`src/rtl/core/cmhs_pkg.sv`:
```
package cmhs_pkg;

  localparam int ROWS_DEF      = 4;
  localparam int ROW_WIDTH_DEF = 1024;
  localparam int RANK_REGS_DEF = 1024;
  localparam int FIFO_DEPTH    = 4;

  localparam int ADDR_W  = 32;
  localparam int PORT_W  = 16;
  localparam int CNT_W   = 32;
  localparam int UPD_W   = 64;
  localparam int IDX_W   = 10;
  localparam int RANK_W  = 6;
  localparam int HASH_W  = 32;
  localparam int IN_W    = ADDR_W + PORT_W;
  localparam int OUT_W   = CNT_W + CNT_W + UPD_W + IDX_W + RANK_W;

  localparam logic [HASH_W-1:0] MIX_MUL_A   = 32'h9e37_79b1;
  localparam logic [HASH_W-1:0] MIX_MUL_B   = 32'h85eb_ca77;
  localparam logic [HASH_W-1:0] RANK_SEED   = 32'h5bd1_e995;
  localparam logic [CNT_W-1:0]  COUNTER_MAX = 32'hffff_ffff;

  localparam logic [HASH_W-1:0] ROW_SEED [4] = '{
    32'h0000_0001, 32'h9e37_79b1, 32'h85eb_ca77, 32'hc2b2_ae3d
  };

  typedef enum logic [2:0] {
    BK_CLEAR,
    BK_IDLE,
    BK_READ,
    BK_MIN,
    BK_OUT
  } back_state_t;

  typedef struct packed {
    logic init_done;
  } back_stat_t;

  // rank = leading zeros of (h >> 10) | 1, plus one
  function automatic logic [RANK_W-1:0] hll_rank(input logic [HASH_W-1:0] h);
    logic [HASH_W-1:0] v;
    logic [RANK_W-1:0] n;
    logic              found;
    v     = (h >> 10) | 32'h1;
    n     = '0;
    found = 1'b0;
    for (int i = HASH_W - 1; i >= 0; i--) begin
      if (!found) begin
        if (v[i]) begin
          found = 1'b1;
        end else begin
          n = n + RANK_W'(1);
        end
      end
    end
    return n + RANK_W'(1);
  endfunction

endpackage

```
`src/rtl/core/cmhs_fifo.sv`:
```
module cmhs_fifo
  import cmhs_pkg::*;
#(
  parameter int DEPTH = FIFO_DEPTH,
  parameter int WIDTH = 8
) (
  input  logic             clk,
  input  logic             rst_n,
  input  logic             wr_valid,
  output logic             wr_ready,
  input  logic [WIDTH-1:0] wr_data,
  output logic             rd_valid,
  input  logic             rd_ready,
  output logic [WIDTH-1:0] rd_data
);

  localparam int AW = (DEPTH > 1) ? $clog2(DEPTH) : 1;

  logic [WIDTH-1:0] mem [DEPTH];
  logic [AW-1:0]    wr_ptr_r, wr_ptr_nxt;
  logic [AW-1:0]    rd_ptr_r, rd_ptr_nxt;
  logic [AW:0]      fill_r, fill_nxt;
  logic             push, pop;

  assign wr_ready = (fill_r != (AW+1)'(DEPTH));
  assign rd_valid = (fill_r != '0);
  assign push     = wr_valid && wr_ready;
  assign pop      = rd_valid && rd_ready;
  assign rd_data  = mem[rd_ptr_r];

  always_comb begin
    wr_ptr_nxt = wr_ptr_r;
    rd_ptr_nxt = rd_ptr_r;
    fill_nxt   = fill_r;
    if (push) begin
      wr_ptr_nxt = (wr_ptr_r == AW'(DEPTH - 1)) ? '0 : wr_ptr_r + AW'(1);
    end
    if (pop) begin
      rd_ptr_nxt = (rd_ptr_r == AW'(DEPTH - 1)) ? '0 : rd_ptr_r + AW'(1);
    end
    if (push && !pop) begin
      fill_nxt = fill_r + (AW+1)'(1);
    end else if (pop && !push) begin
      fill_nxt = fill_r - (AW+1)'(1);
    end
  end

  always_ff @(posedge clk) begin
    if (!rst_n) begin
      wr_ptr_r <= '0;
      rd_ptr_r <= '0;
      fill_r   <= '0;
    end else begin
      wr_ptr_r <= wr_ptr_nxt;
      rd_ptr_r <= rd_ptr_nxt;
      fill_r   <= fill_nxt;
    end
  end

  always_ff @(posedge clk) begin
    if (push) begin
      mem[wr_ptr_r] <= wr_data;
    end
  end

endmodule

```
`config.mk`:
```
export PLATFORM = sky130hd
export DESIGN_NAME = cmhs_fifo
export DESIGN_NICKNAME = d
export VERILOG_FILES = /design/src/rtl/core/cmhs_pkg.sv /design/src/rtl/core/cmhs_fifo.sv
export SDC_FILE = /design/constraint.sdc
export NUM_CORES = 1
export LEC_CHECK = 0
export BUFFER_PORTS_ARGS = -buffer_cell sky130_fd_sc_hd__buf_4
export CAP_MARGIN = 40
export CORE_MARGIN = 8
export CORE_UTILIZATION = 30
export DETAILED_ROUTE_END_ITERATION = 8
export PLACE_DENSITY = 0.49
export SYNTH_ARGS = -nofsm -noshare
export SYNTH_HDL_FRONTEND = slang
export SYNTH_SLANG_ARGS = --single-unit
export TNS_END_PERCENT = 5
```
`constraint.sdc`:
```
create_clock -name clk -period 2.88 [get_ports clk]
set_input_delay 0.288 -clock clk [delete_from_list [all_inputs] [get_ports clk]]
set_output_delay 0.288 -clock clk [all_outputs]
set_load 0.05 [all_outputs]
```
==> results_dict.tcl <==
set metrics [dict create \
    p_leak_nw 0.702 \
    die_area_um2 8070 \
    synthCells 93 \
    power-per-cell-area_nw_per_um2 949 \
    fill_cells 489 \
    seqPwrFrac_pct 43.6 \
    hold_slack_ns 0.199 \
    clock-sinks 41 \
    maxSlewViolCount 0 \
    port_buffers 21 \
    antenna_found_initial 0 \
    finalCriticalPeriod_ns 2.44 \
    ys_types 26 \
    finalSetupViolCount 0 \
    register_area_um2 1140 \
    synthesis.area_um2 1640 \
    multi_input_area_um2 465 \
    core_region_area_um2 5370 \
    synth_area_leader_cell "edfxtp_1" \
    clock_latency_ns 0.28 \
    synthTopCellsByArea "edfxtp_1, dfxtp_1, mux4_2" \
    cts_hold_buf 0 \
    cts_tree "built" \
    rows 27 \
    reg2regPathDepth 7 \
    status "complete, no violations" \
    drt_iter0_markers 41 \
    clockBufferDepth 2 \
    ant_nets 0 \
    yosys_warnings 0 \
    dp_hpwl_mm 1.95 \
    hold_viol_final 0 \
    track_usage_pct 7.41 \
    nets 136 \
    layout_common_cells "edfxtp_1, buf_4, dfxtp_1" \
    clock-root-buffer "clkbuf_8" \
    die_w_um 89.8 \
    ctsResizeCount 0 \
    tightest_slew_ns 0.566 \
    cts_made_buffers 5 \
    first_global_vias 921 \
    worstPathArrival_ns 2.66 \
    drive_gt1_share_pct 36.4 \
    num_vias 844 \
    slew_headroom_pct 62.2 \
    pwr-share-clk_pct 20.1 \
    synthesis.nets 112 \
    combPwrFrac_pct 36.3 \
    viasPerCell 4.44 \
    fmax_ghz 0.410 \
    setup_tns_ns 0 \
    rsz0062_at_grt "no" \
    fin_crit_sh_pct 84.7 \
    grt_use_met2_pct 11.5 \
    power.switching_w 0.000672 \
    crit_required_ns 3.10 \
    areaGrowthSynthToFinish_pct 19.7 \
    wl_mm 2.82 \
    wl_per_cell_um 14.8 \
    grt_max_degree 13 \
    swShare_pct 36.2 \
    power.internal_w 0.00118 \
    cts.clk_slew.worst_paths_ns 0.07 \
    crit_path_end_kind "flip-flop" \
    start_util_pct 30.4 \
    post_cts_buffers 0 \
    fin_worst_skew_ns 0.00430 \
    route.detailed.drc 0 \
    worstSetupPathType "reg2reg" \
    grt_pass1_wl_mm 4.66 \
    grt_util_met3_pct 3.91 \
    syn_avg_cell_area_um2 17.6 \
    first_pass_iters 4 \
    hold_depth 1 \
    cp-start-kind "flip-flop" \
    pin_count 22 \
    ff2ff_setup_slack_ns 0.44 \
    grt_use_met1_pct 8.02 \
    hold_class "in2reg" \
    yosysSeqAreaShare_pct 69.8 \
    n_antenna_cell 0 \
    die_y_um 89.8 \
    ys_ff_latch 41 \
    h-tree-depth 2 \
    gp_congestion 0.631 \
    layout_commonest_cell "edfxtp_1" \
    grt_overflow_total 0 \
    critical_path.max_fanout 5 \
    netlist.area_leader.share_pct 58.8 \
    drv_cap 0 \
    ir_drop_mv 0.499 \
    busiest_layer "met2" \
]
-- synth_stat cells --
cell,count
fa_1,1
xnor2_1,1
o21ai_0,4
and3_2,4
xor2_1,1
dfxtp_1,9
mux4_2,8
ha_1,6
and2_1,1
clkbuf_1,1
buf_2,1
nand3_1,2
and2_4,1
o31ai_1,1
edfxtp_1,32
nand4_1,1
nor2b_1,1
nor2_1,2
mux2i_1,2
nand2_1,5
or3b_1,1
inv_1,3
clkbuf_2,1
or3_2,2
buf_1,1
a21boi_0,1
-- power by group through the flow --
stage / logic [W] / clock network, W / registers (W)
finish: 0.000674 / 0.000373 / 0.000810
detailed placement: 0.000676 / 0 / 0.000826
global route: 0.000726 / 0.000413 / 0.000825
global placement: 0.000662 / 0 / 0.000819
CTS: 0.000681 / 0.000383 / 0.000812
floorplan: 0.000535 / 0 / 0.000778
-- final cells by class --
cell class	count	share of cell area [%]
well taps	72	4.60
multi-input cells	45	23.8
flip-flops and latches	41	58.3
clock buffers	6	4.22
repair buffers	21	8.06
clock inverters	2	0.448
inverters	3	0.575
-- kinds of logic (layout without fill, tap and decap cells) --
kind of cell               after synthesis  after routing  synth area share [%]
and+or+nand+nor                         20             20                  7.19
muxes                                   10             10                  12.2
xor gates and xnor gates                 2              2                  1.07
buffers and inverters                    7             32                  1.76
adders and majority gates                7              7                  5.81
AOI/OAI and AO/OA                        6              6                  2.14
DFF                                     41             41                  69.8
-- through the flow --
stage | std cells | utilization [%] | setup WS (ns) | area, µm² | power (W)
floorplan | 93 | - | 0.505 | 1640 | 0.00131
global placement | 182 | 34.7 | 0.606 | 1870 | 0.00148
detailed placement | 182 | 34.7 | 0.465 | 1870 | 0.00150
CTS | 190 | 36.4 | 0.463 | 1960 | 0.00188
global route | 190 | 36.4 | 0.228 | 1960 | 0.00196
finish | 190 | 36.4 | 0.440 | 1960 | 0.00186
-- registers in the layout, summed over array words and instances, names as in the netlist, named ones only --
register,count
fill_r,3
mem,32
rd_ptr_r,2
wr_ptr_r,2
-- worst max-delay path: stages (launching register included) --
cell      delay (ns)
dfxtp_1         0.37
o31ai_1         0.50
ha_1            0.30
inv_1           0.06
fa_1            0.38
xor2_1          0.17
or3_2           0.42
a21boi_0        0.17
-- final timing paths --
kind / from / endpoint
worst max-delay path: fill_r[0]$_SDFFE_PN0P_ / fill_r[2]$_SDFFE_PN0P_
worst min-delay path: wr_data[1] / mem[0][1]$_DFFE_PP_
worst max register to register: fill_r[0]$_SDFFE_PN0P_ / fill_r[2]$_SDFFE_PN0P_
worst min register to register: wr_ptr_r[1]$_SDFFE_PN0P_ / wr_ptr_r[1]$_SDFFE_PN0P_
-- layer usage --
metal / vias up / share of wire (%)
li1: 402 / -
met5: - / 0
met4: 0 / 1.6
met2: 24 / 47
met1: 413 / 44
met3: 5 / 6.9
(Power assumes the default switching activity.)
